### src/design/fcfd_pkg.sv
// Shared types and constants for the force command filter and drive block.
// Used by fcfd_parser, fcfd_filter and force_command_filter_drive.
package fcfd_pkg;

  // Line store limit and the width of the line length counter
  localparam int LINE_STORE_MAX = 19;
  localparam int LINE_LEN_W     = $clog2(LINE_STORE_MAX + 1);

  // Field widths
  localparam int BYTE_W  = 8;
  localparam int CMD_W   = 16;
  localparam int ALPHA_W = 16;
  localparam int LIMIT_W = 10;
  localparam int EMA_W   = 32;
  localparam int CFG_W   = 16;
  localparam int CFG_IDX_W = 2;

  // Request codes
  localparam logic REQ_BYTE = 1'b0;
  localparam logic REQ_TICK = 1'b1;

  // Register indexes
  localparam logic [CFG_IDX_W-1:0] CFG_ALPHA   = 2'd0;
  localparam logic [CFG_IDX_W-1:0] CFG_REVERSE = 2'd1;
  localparam logic [CFG_IDX_W-1:0] CFG_SOFT    = 2'd2;
  localparam logic [CFG_IDX_W-1:0] CFG_HARD    = 2'd3;

  // Register reset values
  localparam logic [ALPHA_W-1:0] ALPHA_RST   = 16'd9830;
  localparam logic               REVERSE_RST = 1'b1;
  localparam logic [LIMIT_W-1:0] SOFT_RST    = 10'd600;
  localparam logic [LIMIT_W-1:0] HARD_RST    = 10'd700;

  // Characters
  localparam logic [BYTE_W-1:0] CHAR_NL    = 8'h0A;
  localparam logic [BYTE_W-1:0] CHAR_F     = 8'h46;
  localparam logic [BYTE_W-1:0] CHAR_PLUS  = 8'h2B;
  localparam logic [BYTE_W-1:0] CHAR_MINUS = 8'h2D;
  localparam logic [BYTE_W-1:0] CHAR_0     = 8'h30;
  localparam logic [BYTE_W-1:0] CHAR_9     = 8'h39;
  localparam logic [BYTE_W-1:0] CHAR_SP    = 8'h20;
  localparam logic [BYTE_W-1:0] CHAR_TAB   = 8'h09;
  localparam logic [BYTE_W-1:0] CHAR_CR    = 8'h0D;

  // Number parser phase, one-hot
  typedef enum logic [2:0] {
    PH_SKIP = 3'b001,
    PH_NUM  = 3'b010,
    PH_DONE = 3'b100
  } phase_t;

  // One received byte handed to the parser
  typedef struct packed {
    logic              strobe;
    logic [BYTE_W-1:0] data;
    logic              err;
  } rx_item_t;

  // Configuration register set
  typedef struct packed {
    logic [ALPHA_W-1:0] alpha;
    logic               reverse;
    logic [LIMIT_W-1:0] soft_lim;
    logic [LIMIT_W-1:0] hard_lim;
  } cfg_t;

endpackage

### src/design/force_command_filter_drive.sv
// Top level of the force command filter and H-bridge drive.
// Depends on fcfd_pkg, fcfd_parser and fcfd_filter.
//
// Input channel (in_valid / in_stall): one item per accepted cycle. A byte
// item (in_req_type = 0) feeds the command line parser and gives no result.
// A tick item (in_req_type = 1) updates the EMA filter and gives one result
// on the output channel: bridge direction bits, PWM duty and the current
// force command.
// A tick's result passes the input register, the middle register and the
// output register before it shows on out_valid.
// Throughput: one item per cycle while in_stall is low; the filter's
// multiply-add feeds its EMA register combinationally, so back-to-back
// ticks are taken. When out_stall is high the result holds in the output
// register; the middle and input registers still fill, and in_stall rises
// only once a tick cannot move forward. Byte items never wait on the output
// side. Configuration (cfg_we / cfg_index / cfg_data) is to be written by
// the user only while idle; the block itself does not enforce this.
// Reset (rst_n low, synchronous) empties the pipeline, clears the line
// parser, the command and the filter, and loads the register defaults.
module force_command_filter_drive (
  input  logic                                clk,
  input  logic                                rst_n,
  // input channel
  input  logic                                in_valid,
  output logic                                in_stall,
  input  logic                                in_req_type,
  input  logic [fcfd_pkg::BYTE_W-1:0]         in_rx_byte,
  input  logic                                in_rx_error,
  // result channel
  output logic                                out_valid,
  input  logic                                out_stall,
  output logic                                out_dir_a,
  output logic                                out_dir_b,
  output logic [fcfd_pkg::LIMIT_W-1:0]        out_duty,
  output logic signed [fcfd_pkg::CMD_W-1:0]   out_force_cmd,
  // configuration
  input  logic                                cfg_we,
  input  logic [fcfd_pkg::CFG_IDX_W-1:0]      cfg_index,
  input  logic [fcfd_pkg::CFG_W-1:0]          cfg_data
);
  import fcfd_pkg::*;

  localparam int Q_W = EMA_W - ALPHA_W;   // integer part magnitude width

  cfg_t cfg_r;

  // Input register
  logic              in_vld_r;
  logic              in_type_r;
  logic [BYTE_W-1:0] in_byte_r;
  logic              in_err_r;

  // Middle register (filtered value per tick)
  logic                    mid_vld_r, mid_vld_nxt;
  logic signed [EMA_W-1:0] mid_ema_r;
  logic signed [CMD_W-1:0] mid_cmd_r;

  // Output register
  logic               out_vld_r;
  logic               dir_a_r, dir_b_r;
  logic [LIMIT_W-1:0] duty_r;
  logic signed [CMD_W-1:0] fcmd_r;

  logic     out_load, mid_free, a_go, tick_go, accept;
  rx_item_t rx;
  logic signed [CMD_W-1:0] command;
  logic signed [EMA_W-1:0] ema_next;

  // Drive stage signals
  logic             f_neg;
  logic [EMA_W-1:0] ema_mag;
  logic [Q_W-1:0]   q_mag;
  logic [Q_W-1:0]   m_soft, m_hard;
  logic             nz;

  // Configuration writes
  always_ff @(posedge clk) begin
    if (!rst_n) begin
      cfg_r.alpha    <= ALPHA_RST;
      cfg_r.reverse  <= REVERSE_RST;
      cfg_r.soft_lim <= SOFT_RST;
      cfg_r.hard_lim <= HARD_RST;
    end else if (cfg_we) begin
      case (cfg_index)
        CFG_ALPHA:   cfg_r.alpha    <= cfg_data[ALPHA_W-1:0];
        CFG_REVERSE: cfg_r.reverse  <= cfg_data[0];
        CFG_SOFT:    cfg_r.soft_lim <= cfg_data[LIMIT_W-1:0];
        CFG_HARD:    cfg_r.hard_lim <= cfg_data[LIMIT_W-1:0];
        default:     cfg_r          <= cfg_r;
      endcase
    end
  end

  // Pipeline flow control
  assign out_load = !out_vld_r || !out_stall;
  assign mid_free = !mid_vld_r || out_load;
  assign a_go     = in_vld_r && ((in_type_r == REQ_BYTE) || mid_free);
  assign tick_go  = a_go && (in_type_r == REQ_TICK);
  assign in_stall = in_vld_r && !a_go;
  assign accept   = in_valid && !in_stall;

  // Input register
  always_ff @(posedge clk) begin
    if (!rst_n) begin
      in_vld_r <= 1'b0;
    end else if (accept) begin
      in_vld_r <= 1'b1;
    end else if (a_go) begin
      in_vld_r <= 1'b0;
    end
  end

  always_ff @(posedge clk) begin
    if (accept) begin
      in_type_r <= in_req_type;
      in_byte_r <= in_rx_byte;
      in_err_r  <= in_rx_error;
    end
  end

  // Byte items go to the line parser
  assign rx.strobe = a_go && (in_type_r == REQ_BYTE);
  assign rx.data   = in_byte_r;
  assign rx.err    = in_err_r;

  fcfd_parser u_parser (
    .clk     (clk),
    .rst_n   (rst_n),
    .rx      (rx),
    .command (command)
  );

  fcfd_filter u_filter (
    .clk      (clk),
    .rst_n    (rst_n),
    .update   (tick_go),
    .alpha    (cfg_r.alpha),
    .command  (command),
    .ema_next (ema_next)
  );

  // Middle register
  always_comb begin
    if (tick_go) begin
      mid_vld_nxt = 1'b1;
    end else if (out_load) begin
      mid_vld_nxt = 1'b0;
    end else begin
      mid_vld_nxt = mid_vld_r;
    end
  end

  always_ff @(posedge clk) begin
    if (!rst_n) begin
      mid_vld_r <= 1'b0;
    end else begin
      mid_vld_r <= mid_vld_nxt;
    end
  end

  always_ff @(posedge clk) begin
    if (tick_go) begin
      mid_ema_r <= ema_next;
      mid_cmd_r <= command;
    end
  end

  // Drive stage: sign, truncate toward zero on magnitude, two clamps
  assign f_neg   = mid_ema_r[EMA_W-1] ^ cfg_r.reverse;
  assign ema_mag = mid_ema_r[EMA_W-1] ? (EMA_W'(0) - mid_ema_r) : mid_ema_r;
  assign q_mag   = ema_mag[EMA_W-1 -: Q_W];
  assign m_soft  = (q_mag > Q_W'(cfg_r.soft_lim)) ? Q_W'(cfg_r.soft_lim) : q_mag;
  assign m_hard  = (m_soft > Q_W'(cfg_r.hard_lim)) ? Q_W'(cfg_r.hard_lim) : m_soft;
  assign nz      = (m_hard != '0);

  // Output register
  always_ff @(posedge clk) begin
    if (!rst_n) begin
      out_vld_r <= 1'b0;
    end else if (out_load) begin
      out_vld_r <= mid_vld_r;
    end
  end

  always_ff @(posedge clk) begin
    if (out_load && mid_vld_r) begin
      dir_a_r <= nz && f_neg;
      dir_b_r <= nz && !f_neg;
      duty_r  <= m_hard[LIMIT_W-1:0];
      fcmd_r  <= mid_cmd_r;
    end
  end

  assign out_valid     = out_vld_r;
  assign out_dir_a     = dir_a_r;
  assign out_dir_b     = dir_b_r;
  assign out_duty      = duty_r;
  assign out_force_cmd = fcmd_r;

endmodule

### src/design/fcfd_parser.sv
// Line assembler and decimal command parser for serial bytes.
// Depends on fcfd_pkg; holds the force command register.
module fcfd_parser (
  input  logic                            clk,
  input  logic                            rst_n,
  input  fcfd_pkg::rx_item_t              rx,
  output logic signed [fcfd_pkg::CMD_W-1:0] command
);
  import fcfd_pkg::*;

  logic [LINE_LEN_W-1:0] line_len_r, line_len_nxt;
  logic                  is_force_r, is_force_nxt;
  phase_t                phase_r, phase_nxt;
  logic                  neg_r, neg_nxt;
  logic [CMD_W-1:0]      accum_r, accum_nxt;
  logic [CMD_W-1:0]      cmd_r, cmd_nxt;

  // Line state as seen by this byte (an errored byte drops the line first)
  logic [LINE_LEN_W-1:0] len_e;
  logic                  is_force_e;
  phase_t                phase_e;
  logic                  neg_e;
  logic [CMD_W-1:0]      accum_e;

  logic             is_digit, is_space;
  logic [CMD_W-1:0] digit_val;
  logic [CMD_W-1:0] accum_x10;

  assign is_digit  = (rx.data >= CHAR_0) && (rx.data <= CHAR_9);
  assign is_space  = (rx.data == CHAR_SP) || ((rx.data >= CHAR_TAB) && (rx.data <= CHAR_CR));
  assign digit_val = CMD_W'(rx.data - CHAR_0);

  always_comb begin
    if (rx.err) begin
      len_e      = '0;
      is_force_e = 1'b0;
      phase_e    = PH_SKIP;
      neg_e      = 1'b0;
      accum_e    = '0;
    end else begin
      len_e      = line_len_r;
      is_force_e = is_force_r;
      phase_e    = phase_r;
      neg_e      = neg_r;
      accum_e    = accum_r;
    end
  end

  // accum * 10 as shifts, wraps to 16 bits
  assign accum_x10 = (accum_e << 3) + (accum_e << 1);

  // Next line and command state
  always_comb begin
    line_len_nxt = line_len_r;
    is_force_nxt = is_force_r;
    phase_nxt    = phase_r;
    neg_nxt      = neg_r;
    accum_nxt    = accum_r;
    cmd_nxt      = cmd_r;
    if (rx.strobe) begin
      line_len_nxt = len_e;
      is_force_nxt = is_force_e;
      phase_nxt    = phase_e;
      neg_nxt      = neg_e;
      accum_nxt    = accum_e;
      if (rx.data == CHAR_NL) begin
        // end of line: commit a force line, then start fresh
        if ((len_e != '0) && is_force_e) begin
          cmd_nxt = neg_e ? (CMD_W'(0) - accum_e) : accum_e;
        end
        line_len_nxt = '0;
        is_force_nxt = 1'b0;
        phase_nxt    = PH_SKIP;
        neg_nxt      = 1'b0;
        accum_nxt    = '0;
      end else if (len_e < LINE_LEN_W'(LINE_STORE_MAX)) begin
        line_len_nxt = len_e + 1'b1;
        if (len_e == '0) begin
          is_force_nxt = (rx.data == CHAR_F);
        end else begin
          case (phase_e)
            PH_SKIP: begin
              if (is_space) begin
                phase_nxt = PH_SKIP;
              end else if ((rx.data == CHAR_MINUS) || (rx.data == CHAR_PLUS)) begin
                neg_nxt   = (rx.data == CHAR_MINUS);
                phase_nxt = PH_NUM;
              end else if (is_digit) begin
                accum_nxt = digit_val;
                phase_nxt = PH_NUM;
              end else begin
                phase_nxt = PH_DONE;
              end
            end
            PH_NUM: begin
              if (is_digit) begin
                accum_nxt = accum_x10 + digit_val;
              end else begin
                phase_nxt = PH_DONE;
              end
            end
            default: begin
              phase_nxt = phase_e;
            end
          endcase
        end
      end
    end
  end

  always_ff @(posedge clk) begin
    if (!rst_n) begin
      line_len_r <= '0;
      is_force_r <= 1'b0;
      phase_r    <= PH_SKIP;
      neg_r      <= 1'b0;
      accum_r    <= '0;
      cmd_r      <= '0;
    end else begin
      line_len_r <= line_len_nxt;
      is_force_r <= is_force_nxt;
      phase_r    <= phase_nxt;
      neg_r      <= neg_nxt;
      accum_r    <= accum_nxt;
      cmd_r      <= cmd_nxt;
    end
  end

  assign command = $signed(cmd_r);

endmodule

### src/design/fcfd_filter.sv
// Exponential moving average of the force command in Q15.16.
// Depends on fcfd_pkg; one update per tick.
module fcfd_filter (
  input  logic                              clk,
  input  logic                              rst_n,
  input  logic                              update,
  input  logic        [fcfd_pkg::ALPHA_W-1:0] alpha,
  input  logic signed [fcfd_pkg::CMD_W-1:0]   command,
  output logic signed [fcfd_pkg::EMA_W-1:0]   ema_next
);
  import fcfd_pkg::*;

  localparam int PA_W  = ALPHA_W + 1 + CMD_W;   // alpha * cmd
  localparam int PB_W  = ALPHA_W + 2 + EMA_W;   // (1 - alpha) * ema
  localparam int ACC_W = PB_W + 1;

  logic signed [EMA_W-1:0]   ema_r;
  logic        [ALPHA_W:0]   beta;
  logic signed [PA_W-1:0]    prod_a;
  logic signed [PB_W-1:0]    prod_b;
  logic signed [ACC_W-1:0]   acc;

  // beta = 65536 - alpha, 17 bits
  assign beta   = (ALPHA_W+1)'(1 << ALPHA_W) - {1'b0, alpha};
  assign prod_a = $signed({1'b0, alpha}) * command;
  assign prod_b = $signed({1'b0, beta}) * ema_r;

  // acc = alpha * (cmd << 16) + beta * ema; floor divide by 2^16 is a shift
  assign acc = ACC_W'({prod_a, {ALPHA_W{1'b0}}}) + ACC_W'(prod_b);
  assign ema_next = acc[ALPHA_W +: EMA_W];

  always_ff @(posedge clk) begin
    if (!rst_n) begin
      ema_r <= '0;
    end else if (update) begin
      ema_r <= ema_next;
    end
  end

endmodule
### config.mk
export PLATFORM = sky130hd
export DESIGN_NAME = force_command_filter_drive
export DESIGN_NICKNAME = d
export VERILOG_FILES = /design/src/design/fcfd_pkg.sv /design/src/design/force_command_filter_drive.sv /design/src/design/fcfd_parser.sv /design/src/design/fcfd_filter.sv
export SDC_FILE = /design/constraint.sdc
export NUM_CORES = 2
export LEC_CHECK = 0
export ABC_CLOCK_PERIOD_IN_PS = 25800
export BUFFER_PORTS_ARGS = -buffer_cell sky130_fd_sc_hd__buf_2
export CORE_AREA = 2 2 319 242
export CTS_CLUSTER_SIZE = 20
export DETAILED_ROUTE_END_ITERATION = 10
export DIE_AREA = 0 0 321 244
export PLACE_DENSITY_LB_ADDON = 0.1
export SYNTH_ARGS = -nofsm -noshare
export SYNTH_HDL_FRONTEND = slang
export SYNTH_SLANG_ARGS = --single-unit
### constraint.sdc
create_clock -name clk -period 25.8 [get_ports clk]
set_input_delay 5.16 -clock clk [delete_from_list [all_inputs] [get_ports clk]]
set_output_delay 5.16 -clock clk [all_outputs]
set_load 0.05 [all_outputs]
Yosys cells after proc, flatten, opt, wreduce, memory -nomap -nowiden
Index checks and enable logic that the tools add are counted.
Word-level totals
  word-level logic and storage cells: 125
  bits in registers: 200
  bits of input ports: 33
  output and inout port bits: 30
Operators by class
  reduce and logical (&&, ||, !) cells: 33
  bitwise logic cells: 2
  multipliers: 2
  mux-type cells: 40
  eq/ne operators: 10
  magnitude comparators: 7
  $add $sub $neg: 8
Operator list (count)
  2-to-1 mux 16 bit: 11
  adder 48 bit: 1
  multiplier 18 x 32 -> 48 bit: 1
  adder 16 bit: 2
  greater-than comparator 16 x 10 -> 1 bit: 2
  multiplier 17 x 16 -> 32 bit: 1
  2-to-1 mux 32 bit: 1
  case mux 16 bit (2 select lines): 1
  subtractor 1 x 32 -> 32 bit (first input constant): 1
  == test 8 x 6 -> 1 bit (second input constant): 3
  2-to-1 mux 3 bit: 8
  subtractor 17 x 16 -> 17 bit (first input constant): 1
  nonzero test 16 bit: 1
  subtractor 1 x 16 -> 16 bit (first input constant): 1
  2-to-1 mux 1 bit: 15
  2-to-1 mux 5 bit: 3
  logical AND 1 bit: 11
  subtractor 8 x 6 -> 9 bit (second input constant): 1
  == test 8 x 4 -> 1 bit (second input constant): 1
  == test 8 x 7 -> 1 bit (second input constant): 1
  >= comparator 8 x 4 -> 1 bit (second input constant): 1
  >= comparator 8 x 6 -> 1 bit (second input constant): 1
  <= comparator 8 x 4 -> 1 bit (second input constant): 1
  <= comparator 8 x 6 -> 1 bit (second input constant): 1
  17 further kinds: 31

Depth between registers and ports, before layout
  word-level depth: 10
  depth in mapped cells: 43
  mapped depth without buffers: 41

Modules after synthesis
From an unflattened synthesis, not the netlist that was laid out.
Unflattened totals
  cell total of the unflattened synthesis: 4070
  area, all modules: 38037.7 sq um
By module, submodules not included
  fcfd_filter: times used 1, cells each 3203, area each 28975.3 sq um
  force_command_filter_drive: times used 1, cells each 426, area each 5454.0 sq um
  fcfd_parser: times used 1, cells each 441, area each 3608.5 sq um

Worst setup path before layout
Ideal clock, no wire load.
  path kind: input to output
  start: in out_stall
  end: out in_stall
  path slack: 14629 ps
  path buffers: 0
  stages on the path: 2
  data required time: 20640 ps
  arrival time: 6011 ps
  cell sequence: nand3_1 > nor2_1
Between the ends
  longest elaborated chain between the ends: 7
Ends and longest elaborated chain
  start, declared: line force_command_filter_drive.sv:31  | input logic out_stall,
  logical NOT 1 bit: line force_command_filter_drive.sv:95  | assign out_load = !out_vld_r || !out_stall;
  logical OR 1 bit: line force_command_filter_drive.sv:95
  logical OR 1 bit: line force_command_filter_drive.sv:96  | assign mid_free = !mid_vld_r || out_load;
  logical OR 1 bit: line force_command_filter_drive.sv:97  | assign a_go = in_vld_r && ((in_type_r == REQ_BYTE) || mid_free);
  logical AND 1 bit: line force_command_filter_drive.sv:97
  logical NOT 1 bit: line force_command_filter_drive.sv:99  | assign in_stall = in_vld_r && !a_go;
  logical AND 1 bit: line force_command_filter_drive.sv:99
  end, declared: line force_command_filter_drive.sv:25  | output logic in_stall,
No other way between the ends.

Worst setup path in the final report
Same ends and word-level chain as after synthesis.

==> key figures <==
Setup path
  – Worst Path Max Fanout: 3
  – CP dominant cell by count: buf_2
  – Setup Crit Path Kind: input port to primary output
  – RR Endpoint: mid_ema_r[31]$_DFFE_PP_
  – Crit end category: primary output
  – Crit-path cells: buf_2, nand3_1, nor2_1, buf_2
  – Setup crit start kind: input port
  – R2R depth: 33
  – Crit-path slowest cell: buf_2
  – Reg2Reg Setup Slack: 15140 ps
  – FF-to-FF Start: cfg_r[30]$_SDFFE_PN1P_
  – CP peak stage delay: 290 ps
  – Req. time, crit path: 20640 ps
  – Crit path DAT: 5880 ps

Floorplan
  – Die W: 321 um
  – Boundary Pins: 63
  – Die H: 244 um
  – Row cnt: 87
  – Starting Density: 50.0%
  – Die area: 78300 sq um
  – Core ar.: 74900 sq um

Logic synthesis
  – Ys async rst share: 0%
  – Synthesized net count: 5155
  – Syn Std Cell Area: 37400 sq um
  – Synth Area in XOR/XNOR: 2.89%
  – Syn Area/Cell: 9.14 sq um
  – Synthesized flop and latch total: 200
  – EDFF count, synth: 86
  – Seq/Total Area, Yosys: 13.0%
  – Synth top area cells: fa_1 (40%), ha_1 (9.4%), inv_1 (8.3%)
  – Compound-Gate Fraction of Synth Area: 6.60%
  – Synth cell types: 73
  – Share of the synthesized area in the top cell type: 39.8%
  – Simple-Gate Fraction of Synth Area: 17.3%
  – Fraction of the mapped netlist area in adder cells: 49.3%
  – Yosys top cell by area: fa_1
  – Primary FF master, synth: dfxtp_1
  – Cells after Synth: 4095
  – Mux cell area share after synthesis: 0.699%
  – Syn. warnings: 0
  – Largest family of logic cells by synthesized area: adder cells

Clock tree
  – # H-tree levels: 4
  – Post-CTS setup buffer count: 0
  – CTS Hold Bufs: 0
  – Post-cts sizing count: 0
  – Clk pin slew, worst setup/hold paths: 70 ps
  – Total CTS buffers: 17
  – Longest Clk Path Bufs: 2
  – TritonCTS clock tree: yes
  – Clk sinks: 200
  – Clk_lat worst skew: 460 ps
  – CTS root buf: clkbuf_16

GRT
  – First-pass GRT wire length: 155000 um
  – Initial antenna violation count: 0
  – GRT Resource Usage Total: 25.1%
  – GR Overflow Total: 0
  – Largest net degree at the start of global routing: 89
  – Number of global-route vias before repair: 27600

Detailed routing
  – Antenna Nets Post-Route: 0
  – Drt wl/cell: 18.5 um
  – Number of iterations in the first detailed-routing pass: 5
  – Via count: 26500
  – Drt total wl: 92900 um
  – DR iter-0 viols: 1783
  – Vias per inst: 5.27
  – # DRC: 0

Min path
  – Min-delay src: mid_cmd_r[7]$_DFFE_PP_
  – Worst Hold Class: flop to flop
  – Hold endpoint: out_force_cmd[7]$_DFFE_PP_
  – Hold Path Stages: 0

Timing
  – Endpoints failing setup: 0
  – FMAX: 0.0905 GHz
  – Max Slew Vio Count: 0
  – Final hold viol count: 0
  – Part of the cycle the worst path needs: 42.8%
  – Least-Margin Pin Slew: 1200 ps
  – Worst slew margin: 19.8%
  – RSZ-0062 raised after global routing: false
  – Clock Skews: 15.0 ps
  – Final Critical Period: 11040 ps
  – Final hold slack: 416 ps
  – Setup TNS: 0 ps

Place
  – GP Congestion: 0.899
  – HPWL Detailed: 74000 um
  – PortBufs: 62

Power and ir drop
  – Peak VDD IR: 0.0000889 V
  – Leak pwr: 18.4 nW
  – Power Dens Cells: 94.4 nW/um^2

Outcome
  – Status: finished, final reports clean

Final layout
  – Synth-to-Final Area Change: 5.20%
  – NumNets Final: 5102
  – Share of layout cells above drive strength 1: 4.88%
  – Ant diodes: 0

Run
  – Max-cap violation count: 0
## per-stage QoR
step                cell area [sq um]  util, %  cells  power, mW  setup WS [ps]
finish                          39400     52.6   5034       3.72          14760
global route                    39400     52.6   5034       4.17          14340
CTS                             39400     52.6   5034       3.74          14740
detailed placement              38800     51.8   5002       3.45          14750
global placement                38800     51.8   5002       3.43          14760
floorplan                       37400        -   4095       2.68          14630
## cell usage after synthesis (all sizes together) (19+ instances only)
cell,n
mux2,19
xor2,43
nand2b,19
nor3,47
a21oi,85
dfxtp,114
nor2b,54
ha,282
nor2,86
o211ai,19
a21o,32
o21a,19
edfxtp,86
inv,832
o21ai,79
nand3,42
nand2,620
xnor2,78
and2,351
and3,32
fa,745
clkbuf,182
a21boi,55
## worst max path at each step
stage	start	to	slack (ps)
2_1_floorplan	out_stall	in_stall	14630
3_3_place_gp	out_stall	in_stall	14760
3_5_place_dp	out_stall	in_stall	14750
4_1_cts	out_stall	in_stall	14740
5_1_grt	cfg_r[29]$_SDFFE_PN0P_	mid_ema_r[31]$_DFFE_PP_	14340
6_report	out_stall	in_stall	14760
## power breakdown
group	switching, mW	leakage (nW)	internal [mW]
Combinational	1.69	16.4	1.18
Clock	0.138	0.285	0.130
Sequential	0.113	1.73	0.468
## area by class of cell
type,instances,area (sq um)
tap,979,1220
inverter,832,3120
sequential,200,4870
fill,7066,35500
multi-input combinational,2874,28900
timing repair buffer,117,726
clock buffer,18,439
clock inverter,14,135
## placed cells by master, fill, tap and decap left out, types with 18 or more instances in the layout
cell / instances
dfxtp_1: 113
o21a_1: 19
a21o_1: 32
xnor2_1: 69
edfxtp_1: 86
nor2_1: 86
o21ai_0: 63
nand3_1: 42
nand2b_1: 19
xor2_1: 39
inv_1: 831
a21oi_1: 85
nand4_1: 18
a21boi_1: 24
and3_1: 32
ha_1: 282
buf_4: 56
nor3_1: 46
buf_2: 61
nor2b_1: 54
and2_1: 351
a21boi_0: 30
fa_1: 745
nand2_1: 620
o211ai_1: 18
## worst max-delay path: cells and delay by family
kind	cells	cell delay, ps
simple gates	2	310
buf+inv	2	410
## state kept, by name (all words and copies together), names as in the netlist, 8 cells and up
name / count
mid_ema_r: 32
u_parser.command: 16
out_force_cmd: 16
mid_cmd_r: 16
in_byte_r: 8
out_duty: 10
u_filter.ema_r: 32
u_parser.accum_r: 16
cfg_r: 37
## kinds of logic (layout without fill, tap and decap cells)
kind of cell / Yosys count / count (layout)
flops: 200 / 200
compound gates: 378 / 378
simple gates: 1324 / 1324
buf+inv: 1021 / 981
xor+xnor: 122 / 122
mux: 23 / 23
fa+ha+maj: 1027 / 1027
## layer usage
metal | global-route usage [%] | share of wire, % | wire [um]
met1 | 40.5 | 51 | 47800
met2 | 37.3 | 43 | 39700
met3 | 2.14 | 4.6 | 4260
met4 | 3.92 | 1.3 | 1180
met5 | 0 | 0 | 0
(Power assumes the default switching activity.)
